[config.mk]
export PLATFORM = sky130hd
export DESIGN_NAME = bp_message_distance_transform_core_flat
export DESIGN_NICKNAME = d
export VERILOG_FILES = /design/src/rtl/bpmdt_pkg.sv /design/src/rtl/bpmdt_in_if.sv /design/src/rtl/bpmdt_out_if.sv /design/src/rtl/bpmdt_ctrl.sv /design/src/rtl/bpmdt_div.sv /design/src/rtl/bpmdt_dp.sv /design/src/rtl/bp_message_distance_transform_core.sv /design/src/flat_wrapper.sv
export SDC_FILE = /design/constraint.sdc
export NUM_CORES = 2
export LEC_CHECK = 0
export BUFFER_PORTS_ARGS = -buffer_cell sky130_fd_sc_hd__buf_2
export CAP_MARGIN = 20
export CELL_PAD_IN_SITES_DETAIL_PLACEMENT = 1
export CELL_PAD_IN_SITES_GLOBAL_PLACEMENT = 2
export CORE_MARGIN = 2
export CORE_UTILIZATION = 45
export CTS_BUF_LIST = sky130_fd_sc_hd__clkbuf_8
export DETAILED_ROUTE_END_ITERATION = 6
export PLACE_DENSITY = 0.87
export SLEW_MARGIN = 20
export SYNTH_ARGS = -nofsm -noshare
export SYNTH_HDL_FRONTEND = slang
export SYNTH_SLANG_ARGS = --single-unit
[constraint.sdc]
create_clock -name i_clk -period 9.17 [get_ports i_clk]
set_clock_uncertainty 0.05 [all_clocks]
set_input_delay 0.4585 -clock i_clk [delete_from_list [all_inputs] [get_ports i_clk]]
set_output_delay 0.4585 -clock i_clk [all_outputs]
set_load 0.05 [all_outputs]
[src/rtl/bpmdt_pkg.sv]
package bpmdt_pkg;

    // Widths fixed by the item formats.
    localparam int COST_W     = 20;
    localparam int LBL_W      = 6;
    localparam int TOFF_W     = 18;
    localparam int SLOPE_W    = 12;
    localparam int TOTAL_W    = 26;
    localparam int CFG_IDX_W  = 1;
    localparam int CFG_DATA_W = 18;

    // Default label count of one message.
    localparam int LABELS_DEF = 64;

    typedef logic signed [COST_W-1:0]  t_cost;
    typedef logic [LBL_W-1:0]          t_label;
    typedef logic signed [TOTAL_W-1:0] t_total;

    localparam t_cost COST_MAX = 20'sh7FFFF;
    localparam t_cost COST_MIN = 20'sh80000;

    // Register reset values: 55.0 and 1.0 in Q.4.
    localparam logic [TOFF_W-1:0]  TOFF_RST  = 18'd880;
    localparam logic [SLOPE_W-1:0] SLOPE_RST = 12'd16;

    // Configuration register indexes.
    typedef enum logic [CFG_IDX_W-1:0] {
        REG_TRUNC_OFFSET = 1'b0,
        REG_STEP_SLOPE   = 1'b1
    } t_cfg_reg;

    // Operation carried by a memory read through the datapath stage.
    typedef enum logic [1:0] {
        OP_FWD,
        OP_BWD,
        OP_EMIT
    } t_op;

    typedef enum logic [2:0] {
        ST_LOAD,
        ST_FWD,
        ST_BWD,
        ST_SETTLE,
        ST_DIV,
        ST_EMIT
    } t_state;

    // Commands from the controller to the datapath.
    typedef struct packed {
        logic   load_en;
        logic   rd_en;
        t_op    op;
        logic   first;
        t_label addr;
        logic   div_start;
    } t_cmd;

    // Status from the datapath to the controller.
    typedef struct packed {
        logic stage_free;
        logic acc_busy;
        logic div_done;
    } t_stat;

endpackage

[src/rtl/bpmdt_in_if.sv]
interface bpmdt_in_if import bpmdt_pkg::*; ();

    logic  valid;
    logic  ready;
    t_cost cost_a;
    t_cost cost_b;
    t_cost cost_c;
    t_cost cost_d;

    modport source (output valid, output cost_a, output cost_b, output cost_c,
                    output cost_d, input ready);
    modport sink (input valid, input cost_a, input cost_b, input cost_c,
                  input cost_d, output ready);

endinterface

[src/rtl/bpmdt_out_if.sv]
interface bpmdt_out_if import bpmdt_pkg::*; ();

    logic   valid;
    logic   ready;
    t_cost  message_value;
    t_label label_index;
    logic   last_label;

    modport source (output valid, output message_value, output label_index,
                    output last_label, input ready);
    modport sink (input valid, input message_value, input label_index,
                  input last_label, output ready);

endinterface

[src/rtl/bpmdt_ctrl.sv]
module bpmdt_ctrl import bpmdt_pkg::*; #(
    parameter int LABELS = LABELS_DEF
) (
    input  logic  i_clk,
    input  logic  i_rst_n,
    input  logic  i_in_valid,
    output logic  o_in_ready,
    output t_cmd  o_cmd,
    input  t_stat i_stat
);

    localparam int AW = $clog2(LABELS);
    localparam logic [AW-1:0] LAST = AW'(LABELS - 1);

    t_state        r_state, n_state;
    logic [AW-1:0] r_cnt, n_cnt;

    // State and label counter.
    always_ff @(posedge i_clk) begin
        if (!i_rst_n) begin
            r_state <= ST_LOAD;
            r_cnt   <= '0;
        end else begin
            r_state <= n_state;
            r_cnt   <= n_cnt;
        end
    end

    // Next state and commands.
    always_comb begin
        n_state    = r_state;
        n_cnt      = r_cnt;
        o_in_ready = 1'b0;
        o_cmd      = '0;
        o_cmd.op   = OP_FWD;
        o_cmd.addr = LBL_W'(r_cnt);
        case (r_state)
            ST_LOAD: begin
                o_in_ready = 1'b1;
                if (i_in_valid) begin
                    o_cmd.load_en = 1'b1;
                    if (r_cnt == LAST) begin
                        n_cnt   = '0;
                        n_state = ST_FWD;
                    end else begin
                        n_cnt = r_cnt + 1'b1;
                    end
                end
            end
            ST_FWD: begin
                if (i_stat.stage_free) begin
                    o_cmd.rd_en = 1'b1;
                    o_cmd.op    = OP_FWD;
                    o_cmd.first = (r_cnt == '0);
                    if (r_cnt == LAST) begin
                        n_state = ST_BWD;
                    end else begin
                        n_cnt = r_cnt + 1'b1;
                    end
                end
            end
            ST_BWD: begin
                if (i_stat.stage_free) begin
                    o_cmd.rd_en = 1'b1;
                    o_cmd.op    = OP_BWD;
                    o_cmd.first = (r_cnt == LAST);
                    if (r_cnt == '0) begin
                        n_state = ST_SETTLE;
                    end else begin
                        n_cnt = r_cnt - 1'b1;
                    end
                end
            end
            ST_SETTLE: begin
                // Wait until the last clipped value is in the total.
                if (!i_stat.acc_busy) begin
                    o_cmd.div_start = 1'b1;
                    n_state         = ST_DIV;
                end
            end
            ST_DIV: begin
                if (i_stat.div_done) begin
                    n_cnt   = '0;
                    n_state = ST_EMIT;
                end
            end
            ST_EMIT: begin
                if (i_stat.stage_free) begin
                    o_cmd.rd_en = 1'b1;
                    o_cmd.op    = OP_EMIT;
                    if (r_cnt == LAST) begin
                        n_cnt   = '0;
                        n_state = ST_LOAD;
                    end else begin
                        n_cnt = r_cnt + 1'b1;
                    end
                end
            end
            default: begin
                n_state = ST_LOAD;
                n_cnt   = '0;
            end
        endcase
    end

endmodule

[src/rtl/bpmdt_div.sv]
module bpmdt_div import bpmdt_pkg::*; #(
    parameter int LABELS = LABELS_DEF
) (
    input  logic   i_clk,
    input  logic   i_rst_n,
    input  logic   i_start,
    input  t_total i_total,
    output logic   o_done,
    output t_cost  o_mean
);

    // Scaled reciprocal of LABELS. Multiplying by it and dropping SHIFT bits gives
    // the exact floor quotient for any magnitude below 2**TOTAL_W.
    localparam int     LW      = $clog2(LABELS);
    localparam int     SHIFT   = TOTAL_W + LW;
    localparam int     RW      = TOTAL_W + 1;
    localparam int     PW      = TOTAL_W + RW;
    localparam longint RECIP_L = ((longint'(1) << SHIFT) + longint'(LABELS) - 1)
                                 / longint'(LABELS);
    localparam logic [RW-1:0]      RECIP = RW'(RECIP_L);
    localparam logic [TOTAL_W-1:0] BIAS  = TOTAL_W'(LABELS - 1);

    logic                r_mag_vld;
    logic                r_prod_vld;
    logic                r_neg;
    logic [TOTAL_W-1:0]  r_mag;
    logic [PW-1:0]       r_prod;
    logic [TOTAL_W-1:0]  w_quo;
    logic [TOTAL_W-1:0]  w_mean_full;

    // Stage flags: the magnitude, then the product.
    always_ff @(posedge i_clk) begin
        if (!i_rst_n) begin
            r_mag_vld  <= 1'b0;
            r_prod_vld <= 1'b0;
        end else begin
            r_mag_vld  <= i_start;
            r_prod_vld <= r_mag_vld;
        end
    end

    // A negative total takes the ceiling of its magnitude, so that the negated
    // quotient is the floor.
    always_ff @(posedge i_clk) begin
        if (i_start) begin
            r_neg <= i_total[TOTAL_W-1];
            r_mag <= i_total[TOTAL_W-1] ? TOTAL_W'(-i_total) + BIAS : TOTAL_W'(i_total);
        end
        if (r_mag_vld) begin
            r_prod <= r_mag * RECIP;
        end
    end

    // Quotient of the magnitude, with the sign put back.
    assign w_quo       = TOTAL_W'(r_prod >> SHIFT);
    assign w_mean_full = r_neg ? -w_quo : w_quo;

    assign o_done = r_prod_vld;
    assign o_mean = w_mean_full[COST_W-1:0];

endmodule

[src/rtl/bpmdt_dp.sv]
module bpmdt_dp import bpmdt_pkg::*; #(
    parameter int LABELS = LABELS_DEF
) (
    input  logic               i_clk,
    input  logic               i_rst_n,
    input  t_cmd               i_cmd,
    output t_stat              o_stat,
    input  t_cost              i_cost_a,
    input  t_cost              i_cost_b,
    input  t_cost              i_cost_c,
    input  t_cost              i_cost_d,
    input  logic [TOFF_W-1:0]  i_trunc_offset,
    input  logic [SLOPE_W-1:0] i_step_slope,
    input  logic               i_out_ready,
    output logic               o_out_valid,
    output t_cost              o_message_value,
    output t_label             o_label_index,
    output logic               o_last_label
);

    localparam int AW = $clog2(LABELS);
    localparam int WW = COST_W + 2;
    localparam logic [AW-1:0] LAST = AW'(LABELS - 1);
    localparam logic signed [WW-1:0] SAT_HI = WW'(COST_MAX);
    localparam logic signed [WW-1:0] SAT_LO = WW'(COST_MIN);

    function automatic t_cost sat_cost(input logic signed [WW-1:0] v);
        t_cost res;
        if (v > SAT_HI) begin
            res = COST_MAX;
        end else if (v < SAT_LO) begin
            res = COST_MIN;
        end else begin
            res = v[COST_W-1:0];
        end
        return res;
    endfunction

    t_cost           r_mem [0:LABELS-1];
    t_cost           r_rd_data;

    logic            r_ld_vld;
    logic [AW-1:0]   r_ld_addr;
    t_cost           r_ld_val;
    t_cost           r_min;
    t_cost           r_limit;

    logic            r_p_vld;
    logic [AW-1:0]   r_p_addr;
    t_op             r_p_op;
    logic            r_p_first;
    t_cost           r_carry;

    logic            r_clip_vld;
    logic            r_clip_first;
    t_cost           r_clip;
    t_total          r_total;
    t_cost           r_mean;

    logic            r_o_vld;
    t_cost           r_o_value;
    t_label          r_o_label;
    logic            r_o_last;

    logic signed [WW-1:0] w_sum;
    logic signed [WW-1:0] w_lim_sum;
    logic signed [WW-1:0] w_step_sum;
    logic signed [WW-1:0] w_diff;
    t_cost           w_step;
    t_cost           w_env;
    t_cost           w_bval;
    t_cost           w_clip;
    logic            w_out_free;
    logic            w_stage_free;
    logic            w_emit;
    logic            w_wr_en;
    t_cost           w_wr_val;
    logic            w_carry_ld;
    t_cost           w_carry_val;
    logic            w_clip_ld;
    logic            w_div_done;
    t_cost           w_div_mean;

    // Four-way sum of an accepted item, saturated and registered.
    assign w_sum = WW'(i_cost_a) + WW'(i_cost_b) + WW'(i_cost_c) + WW'(i_cost_d);

    always_ff @(posedge i_clk) begin
        if (!i_rst_n) begin
            r_ld_vld <= 1'b0;
        end else begin
            r_ld_vld <= i_cmd.load_en;
        end
    end

    always_ff @(posedge i_clk) begin
        r_ld_addr <= i_cmd.addr[AW-1:0];
        r_ld_val  <= sat_cost(w_sum);
    end

    // Running minimum; back to the largest value once the total is taken.
    always_ff @(posedge i_clk) begin
        if (!i_rst_n) begin
            r_min <= COST_MAX;
        end else if (i_cmd.div_start) begin
            r_min <= COST_MAX;
        end else if (r_ld_vld && (r_ld_val < r_min)) begin
            r_min <= r_ld_val;
        end
    end

    // Truncation limit follows the minimum and is settled by the backward pass.
    assign w_lim_sum = WW'(r_min) + $signed(WW'(i_trunc_offset));

    always_ff @(posedge i_clk) begin
        r_limit <= sat_cost(w_lim_sum);
    end

    // The read stage holds only while an emitted value waits for the output.
    assign w_out_free   = !r_o_vld || i_out_ready;
    assign w_stage_free = !(r_p_vld && (r_p_op == OP_EMIT)) || w_out_free;
    assign w_emit       = r_p_vld && (r_p_op == OP_EMIT) && w_out_free;

    always_ff @(posedge i_clk) begin
        if (!i_rst_n) begin
            r_p_vld <= 1'b0;
        end else if (w_stage_free) begin
            r_p_vld <= i_cmd.rd_en;
        end
    end

    always_ff @(posedge i_clk) begin
        if (w_stage_free) begin
            r_p_addr  <= i_cmd.addr[AW-1:0];
            r_p_op    <= i_cmd.op;
            r_p_first <= i_cmd.first;
        end
    end

    // Label cost memory: one write port, one registered read port.
    always_ff @(posedge i_clk) begin
        if (r_ld_vld) begin
            r_mem[r_ld_addr] <= r_ld_val;
        end else if (w_wr_en) begin
            r_mem[r_p_addr] <= w_wr_val;
        end
        if (i_cmd.rd_en) begin
            r_rd_data <= r_mem[i_cmd.addr[AW-1:0]];
        end
    end

    // Envelope step: neighbor plus slope, saturated, against the stored value.
    assign w_step_sum = WW'(r_carry) + $signed(WW'(i_step_slope));
    assign w_step     = sat_cost(w_step_sum);
    assign w_env      = (w_step < r_rd_data) ? w_step : r_rd_data;
    assign w_bval     = r_p_first ? r_carry : w_env;
    assign w_clip     = (r_limit < w_bval) ? r_limit : w_bval;

    always_comb begin
        w_wr_en     = 1'b0;
        w_wr_val    = w_env;
        w_carry_ld  = 1'b0;
        w_carry_val = w_env;
        w_clip_ld   = 1'b0;
        if (r_p_vld) begin
            case (r_p_op)
                OP_FWD: begin
                    w_carry_ld = 1'b1;
                    if (r_p_first) begin
                        w_carry_val = r_rd_data;
                    end else begin
                        w_wr_en = 1'b1;
                    end
                end
                OP_BWD: begin
                    // The chain runs on unclipped values; memory gets the clipped one.
                    w_carry_ld  = 1'b1;
                    w_carry_val = w_bval;
                    w_wr_en     = 1'b1;
                    w_wr_val    = w_clip;
                    w_clip_ld   = 1'b1;
                end
                OP_EMIT: begin
                end
                default: begin
                end
            endcase
        end
    end

    always_ff @(posedge i_clk) begin
        if (w_carry_ld) begin
            r_carry <= w_carry_val;
        end
    end

    // Clipped values are registered, then summed into the total.
    always_ff @(posedge i_clk) begin
        if (!i_rst_n) begin
            r_clip_vld <= 1'b0;
        end else begin
            r_clip_vld <= w_clip_ld;
        end
    end

    always_ff @(posedge i_clk) begin
        if (w_clip_ld) begin
            r_clip       <= w_clip;
            r_clip_first <= r_p_first;
        end
    end

    always_ff @(posedge i_clk) begin
        if (!i_rst_n) begin
            r_total <= '0;
        end else if (r_clip_vld) begin
            r_total <= r_clip_first ? TOTAL_W'(r_clip) : r_total + TOTAL_W'(r_clip);
        end
    end

    // Floor of the mean.
    bpmdt_div #(
        .LABELS (LABELS)
    ) u_div (
        .i_clk   (i_clk),
        .i_rst_n (i_rst_n),
        .i_start (i_cmd.div_start),
        .i_total (r_total),
        .o_done  (w_div_done),
        .o_mean  (w_div_mean)
    );

    always_ff @(posedge i_clk) begin
        if (w_div_done) begin
            r_mean <= w_div_mean;
        end
    end

    // Normalize and hold the result until the transfer.
    assign w_diff = WW'(r_rd_data) - WW'(r_mean);

    always_ff @(posedge i_clk) begin
        if (!i_rst_n) begin
            r_o_vld <= 1'b0;
        end else if (w_emit) begin
            r_o_vld <= 1'b1;
        end else if (i_out_ready) begin
            r_o_vld <= 1'b0;
        end
    end

    always_ff @(posedge i_clk) begin
        if (w_emit) begin
            r_o_value <= sat_cost(w_diff);
            r_o_label <= LBL_W'(r_p_addr);
            r_o_last  <= (r_p_addr == LAST);
        end
    end

    assign o_out_valid     = r_o_vld;
    assign o_message_value = r_o_value;
    assign o_label_index   = r_o_label;
    assign o_last_label    = r_o_last;

    assign o_stat.stage_free = w_stage_free;
    assign o_stat.acc_busy   = r_p_vld || r_clip_vld;
    assign o_stat.div_done   = w_div_done;

endmodule

[src/rtl/bp_message_distance_transform_core.sv]
// Belief-propagation message with a linear cost truncated at a discontinuity.
// Input channel i_in: one transfer per label, in label order from label 0,
// carrying the four incoming costs (signed Q15.4). The block sums them with
// saturation and stores the result; after the LABELS-th transfer it runs a
// forward and a backward envelope pass, clips at minimum plus trunc_offset,
// subtracts the floor of the mean and sends LABELS transfers on o_out, each
// with its label index and a last flag on the final label.
// Sequence per message: loading (one label a cycle while i_in is valid), a
// forward and a backward envelope pass, finishing the total, the mean (a
// reciprocal multiplication on the magnitude of the total), then output of
// LABELS values. The label memory, with one read and one write port,
// handles one label a cycle in every pass unless a stall on o_out holds it.
// Input is taken only while loading. A stall on o_out holds the output
// register and the read stage behind it; the next message may still be
// loaded while the last value waits.
// The configuration port writes a register at an edge with i_cfg_we high.
// Reset (synchronous, active low) returns to loading with an empty message
// and restores the register defaults.
module bp_message_distance_transform_core import bpmdt_pkg::*; #(
    parameter int LABELS = LABELS_DEF
) (
    input  logic                  i_clk,
    input  logic                  i_rst_n,
    bpmdt_in_if.sink              i_in,
    bpmdt_out_if.source           o_out,
    input  logic                  i_cfg_we,
    input  logic [CFG_IDX_W-1:0]  i_cfg_index,
    input  logic [CFG_DATA_W-1:0] i_cfg_data
);

    logic [TOFF_W-1:0]  r_trunc_offset;
    logic [SLOPE_W-1:0] r_step_slope;
    t_cmd               w_cmd;
    t_stat              w_stat;

    // Configuration registers.
    always_ff @(posedge i_clk) begin
        if (!i_rst_n) begin
            r_trunc_offset <= TOFF_RST;
            r_step_slope   <= SLOPE_RST;
        end else if (i_cfg_we) begin
            case (t_cfg_reg'(i_cfg_index))
                REG_TRUNC_OFFSET: r_trunc_offset <= i_cfg_data[TOFF_W-1:0];
                REG_STEP_SLOPE:   r_step_slope   <= i_cfg_data[SLOPE_W-1:0];
                default: begin
                end
            endcase
        end
    end

    bpmdt_ctrl #(
        .LABELS (LABELS)
    ) u_ctrl (
        .i_clk      (i_clk),
        .i_rst_n    (i_rst_n),
        .i_in_valid (i_in.valid),
        .o_in_ready (i_in.ready),
        .o_cmd      (w_cmd),
        .i_stat     (w_stat)
    );

    bpmdt_dp #(
        .LABELS (LABELS)
    ) u_dp (
        .i_clk           (i_clk),
        .i_rst_n         (i_rst_n),
        .i_cmd           (w_cmd),
        .o_stat          (w_stat),
        .i_cost_a        (i_in.cost_a),
        .i_cost_b        (i_in.cost_b),
        .i_cost_c        (i_in.cost_c),
        .i_cost_d        (i_in.cost_d),
        .i_trunc_offset  (r_trunc_offset),
        .i_step_slope    (r_step_slope),
        .i_out_ready     (o_out.ready),
        .o_out_valid     (o_out.valid),
        .o_message_value (o_out.message_value),
        .o_label_index   (o_out.label_index),
        .o_last_label    (o_out.last_label)
    );

`ifndef ASSERT_OFF
    // The last flag marks exactly the final label.
    a_last_label: assert property (@(posedge i_clk) disable iff (!i_rst_n)
        o_out.valid |-> (o_out.last_label == (o_out.label_index == LBL_W'(LABELS - 1))))
        else $error("last_label does not match label_index");

    // A memory read is issued only when the read stage can take it.
    a_read_slot: assert property (@(posedge i_clk) disable iff (!i_rst_n)
        w_cmd.rd_en |-> w_stat.stage_free)
        else $error("read issued while the read stage is stalled");

    // The divider starts only on a finished total.
    a_div_total: assert property (@(posedge i_clk) disable iff (!i_rst_n)
        w_cmd.div_start |-> !w_stat.acc_busy)
        else $error("mean started before the total settled");
`endif

endmodule

[src/flat_wrapper.sv]
// flat-port wrapper written by rule: the top's interface ports become plain ports
module bp_message_distance_transform_core_flat import bpmdt_pkg::*;
#(
    parameter int LABELS = LABELS_DEF
)
  (i_clk, i_rst_n, i_cfg_we, i_cfg_index, i_cfg_data, i_in_valid, i_in_cost_a, i_in_cost_b, i_in_cost_c, i_in_cost_d, i_in_ready, o_out_valid, o_out_message_value, o_out_label_index, o_out_last_label, o_out_ready);
  bpmdt_in_if i_in_i ();
  bpmdt_out_if o_out_i ();
  input  logic i_clk;
  input  logic i_rst_n;
  input  logic i_cfg_we;
  input  logic [CFG_IDX_W-1:0] i_cfg_index;
  input  logic [CFG_DATA_W-1:0] i_cfg_data;
  input wire logic [$bits(i_in_i.valid)-1:0] i_in_valid;
  input wire logic [$bits(i_in_i.cost_a)-1:0] i_in_cost_a;
  input wire logic [$bits(i_in_i.cost_b)-1:0] i_in_cost_b;
  input wire logic [$bits(i_in_i.cost_c)-1:0] i_in_cost_c;
  input wire logic [$bits(i_in_i.cost_d)-1:0] i_in_cost_d;
  output wire logic [$bits(i_in_i.ready)-1:0] i_in_ready;
  output wire logic [$bits(o_out_i.valid)-1:0] o_out_valid;
  output wire logic [$bits(o_out_i.message_value)-1:0] o_out_message_value;
  output wire logic [$bits(o_out_i.label_index)-1:0] o_out_label_index;
  output wire logic [$bits(o_out_i.last_label)-1:0] o_out_last_label;
  input wire logic [$bits(o_out_i.ready)-1:0] o_out_ready;
  assign i_in_i.valid = i_in_valid;
  assign i_in_i.cost_a = i_in_cost_a;
  assign i_in_i.cost_b = i_in_cost_b;
  assign i_in_i.cost_c = i_in_cost_c;
  assign i_in_i.cost_d = i_in_cost_d;
  assign i_in_ready = i_in_i.ready;
  assign o_out_valid = o_out_i.valid;
  assign o_out_message_value = o_out_i.message_value;
  assign o_out_label_index = o_out_i.label_index;
  assign o_out_last_label = o_out_i.last_label;
  assign o_out_i.ready = o_out_ready;
  bp_message_distance_transform_core #(.LABELS(LABELS)) u_core (.i_clk(i_clk), .i_rst_n(i_rst_n), .i_in(i_in_i), .o_out(o_out_i), .i_cfg_we(i_cfg_we), .i_cfg_index(i_cfg_index), .i_cfg_data(i_cfg_data));
endmodule
==> metrics.md <==
| Metric | Value |
|---|---|
| Main flop type after synthesis | `edfxtp_1` |
| TritonCTS Buffers | `around 240` |
| Max stage delay cell, worst path | `or4b_1` |
| Max-slew violation count | `0` |
| Pin count of the biggest net entering global routing | `~130` |
| Die width | `393 µm` |
| Ports | `roughly 130` |
| Detailed-route wire length on metal 1 | `around 76 mm` |
| Top metal layer carrying routed signals | `met5` |
| Kind of critical path | `reg2reg` |
| Part of the power in the clock network | `33.0%` |
| First-pass GRT wire length | `approximately 280 mm` |
| Hold/Removal Path Class | `in2reg` |
| Number of buffers between clock root and the deepest sink | `3` |
| Core area | `0.150 mm²` |
| Combinational power share | `16.3%` |
| Netlist Area Pre-Place | `0.0680 mm²` |
| Result of the run | `finished, final reports clean` |
| Initial Util | `between 40% and 50%` |
| Share of synthesized registers carrying an async set or reset | `0%` |
| Switching power | `5.01 mW` |
| Wire length reported by the detailed router | `193 mm` |
| Wire length on met2 | `91.3 mm` |
| Post-detailed-placement cell area | `0.0717 mm²` |
| Register area | `0.0459 mm²` |
| Post-DR vias/cell | `6.06` |
| Critical Path End Type | `flop` |
| Critical Path Start Type | `flop` |
| Post-Route Setup TNS | `0 ps` |
| Unique masters post-synth | `85` |
| Cell type with the largest total area after synthesis | `edfxtp_1` |
| Vias in the first global route | `40.1k` |
| Fraction of layout instances using a drive strength above 1 | `around a quarter` |
| Total non-filler cell area in the finished layout | `0.0770 mm²` |
| Leakage power figure | `~26 nW` |
| Reg power frac | `50.7%` |
| Clock slew seen by the registers of the worst setup and hold paths | `about 70 ps` |
| Yosys Warn Count | `0` |
| Period utilisation layout | `between 90% and 100%` |
| Number of enable flip-flop cells after synthesis | `around 1.4k` |
| Power density over the cells | `231 mW/mm²` |
| Area overhead of the layout relative to synthesis | `13.4%` |
| #FFs+latches synth | `around 1.6k` |
| Count of antenna-violating nets left after detailed routing | `0` |
| Number of nets at the end of the flow | `4551` |
| CTS tree | `built` |
| Fmax | `0.114 GHz` |
| Switching power share of the total | `28.2%` |
| Clock network latency to the later pin of the worst-skew pair | `around 1000 ps` |
| Total Die Area | `0.154 mm²` |
| Total routing resource utilization after global routing | `25.3%` |
| Clock sink total | `1575` |
| Mean instance size in the synthesized netlist | `17.3 µm²` |
| Synth area leaders | `edfxtp_1, mux4_2, dfxtp_1, ha_1, nand2_1` |
| Number of filler cells placed in the layout | `14.1k` |
| Critical path arrival | `9280 ps` |
| Time the worst path needs with I/O delays and setup | `between 8000 and 9000 ps` |
| Most common cell in the netlist | `edfxtp_1` |
| Die span in y | `393 µm` |
| Maximum fanout encountered on the critical timing path | `between 60 and 70` |
| Max_cap viols | `0` |
| Wire length on met3 | `~18 mm` |
| Routed wire per std cell | `29.8 µm` |
| Detailed Routing Iterations Pass 1 | `6` |
| IO Port Bufs | `132` |
| Cell count after synthesis | `3925` |
| Commonest cells in the netlist | `edfxtp_1, mux4_2, nand2_1` |
| Total Power | `~18 mW` |
| Net count of the mapped netlist | `4230` |
| Post-detail-place hpwl | `116 mm` |
| Final count of hold timing violations | `0` |
| Antenna violations before repair | `17` |
| Part of the Yosys area used for sequential elements | `about two thirds` |
| CTS H-tree depth | `4` |
| Routability congestion estimate from global placement | `between 0.8 and 0.9` |
| Slowest cell delay on critical path | `520 ps` |
| DRC Markers | `0` |
| Synth top area share | `63.5%` |
| Maximum vdd drop | `about 0.18 mV` |
| Remaining global-route overflow | `0` |
| Final worst hold slack | `114 ps` |
| Data required time of the worst path | `between 9000 and 10000 ps` |
| Buffer type at the clock tree root | `clkbuf_8` |
| Row Count | `142` |
| # setup viols final | `0` |
| Footprint of the multi-input gates | `approximately 0.021 mm²` |
| Detailed router's first-iteration violation count | `about 4.1k` |
| Number of vias after detailed routing | `39.3k` |
| Worst rel slew slack | `25.9%` |
| Cell-internal power | `12.8 mW` |
| Slew at the pin closest to its max-slew limit | `~1100 ps` |
==> layout make-up <==
cell class / instances / area share [%]
sequential: 1575 / 59.6
inverter: 131 / 0.638
multi-input combinational: 2040 / 27.7
antenna: 6 / 0.0195
timing repair buffer: 259 / 2.53
clock inverter: 202 / 1.72
clock buffer: 250 / 4.47
tap: 2016 / 3.27
==> state kept, by name (all words and copies together), names as in the netlist, 6 cells and up <==
register                     count
u_core.u_dp.r_carry             20
u_core.u_dp.r_mem             1280
u_core.u_dp.r_total             26
u_core.u_dp.r_min               20
u_core.u_dp.r_rd_data           20
u_core.u_ctrl.r_cnt              6
u_core.u_dp.r_p_addr             6
u_core.u_dp.o_message_value     20
u_core.u_dp.r_limit             20
u_core.u_dp.u_div.r_mag         20
u_core.u_dp.r_ld_addr            6
u_core.u_dp.o_label_index        6
u_core.u_dp.r_ld_val            20
u_core.r_trunc_offset           18
u_core.u_dp.r_clip              20
u_core.r_step_slope             12
u_core.u_dp.r_mean              20
u_core.u_dp.u_div.r_prod        20
==> path summary, 6_finish.rpt <==
| kind | from | end | slack [ps] | depth (start not counted) |
|---|---|---|---|---|
| worst min-delay path | i_in_cost_b[0] | u_core.u_dp.r_ld_val[1] | 110 | 5 |
| worst min register to register | u_core.u_dp.u_div.r_mag[21] | u_core.u_dp.u_div.r_prod[47] | 370 | 0 |
| worst max-delay path | u_core.u_dp.r_carry[0] | u_core.u_dp.r_mem[1][11] | 440 | 36 |
| worst max register to register | u_core.u_dp.r_carry[0] | u_core.u_dp.r_mem[1][11] | 440 | 36 |
==> critical path: cells and delay by family, from the launching register on <==
| kind | cells | cell delay, ps |
|---|---|---|
| muxes | 1 | 300 |
| adders and majority gates | 4 | 1180 |
| and+or+nand+nor | 10 | 2240 |
| DFF | 1 | 420 |
| AOI/OAI and AO/OA | 15 | 3200 |
| buffers and inverters | 6 | 850 |
==> layout by cell type (no fill, tap or decap), drive strengths merged, types with 11 or more instances in the layout <==
cell type	instances
edfxtp	1438
mux4	420
nand2	259
clkbuf	250
buf	216
inv	206
nor2	179
ha	156
o21ai	155
dfxtp	137
a21oi	110
clkinv	108
xnor2	81
a21o	77
fa	45
dlygate4sd3	43
nand2b	40
nand3	39
a21boi	33
nor3	33
o211ai	32
xor2	31
nor2b	29
o211a	28
o31ai	24
a31oi	23
mux2	21
a221o	18
and2	17
o21a	15
bufinv	15
mux2i	14
a211oi	13
o21bai	13
and3	12
or3	11
==> per-stage QoR <==
stage                     util (%)  setup slack [ps]  cells
after floorplan                  -               576   3925
after global placement        47.8               534   5971
after detailed placement      47.8               333   5971
after CTS                     51.3               269   6466
after global routing          51.4             -30.2   6476
final                         51.4               435   6479
==> routing by layer <==
metal,GRT usage [%],vias to the layer above
met1,34.2,20416
met2,39.9,2084
met3,5.96,416
li1,-,16327
met5,0,-
met4,9.68,20
==> power by group through the flow <==
stage	Combinational, mW	Clock, mW	Sequential (mW)
floorplan	1.72	0	9.05
global placement	2.68	0	9.16
detailed placement	2.83	0	9.15
CTS	2.87	5.94	9.01
global route	3.15	6.21	9.02
finish	2.89	5.86	9.02
==> kinds of logic (layout without fill, tap and decap cells) <==
family,count (synthesis),after routing,synth area share (%)
flops,1575,1575,67.6
simple gates,677,677,4.62
compound gates,593,593,5.86
mux,455,455,14.5
buf+inv,310,842,1.74
fa+ha+maj,203,203,4.23
xor+xnor,112,112,1.44
other cells,0,6,0
==> what timing repair did <==
action | 4_1_cts | 5_1_grt
endpoints found under the hold margin | 46 | 0
gates resized for setup | 0 | 14
hold buffers | 43 | 0
setup buffers | 0 | 7
endpoints found under the setup margin | 0 | 1152
(Power assumes the default switching activity.)
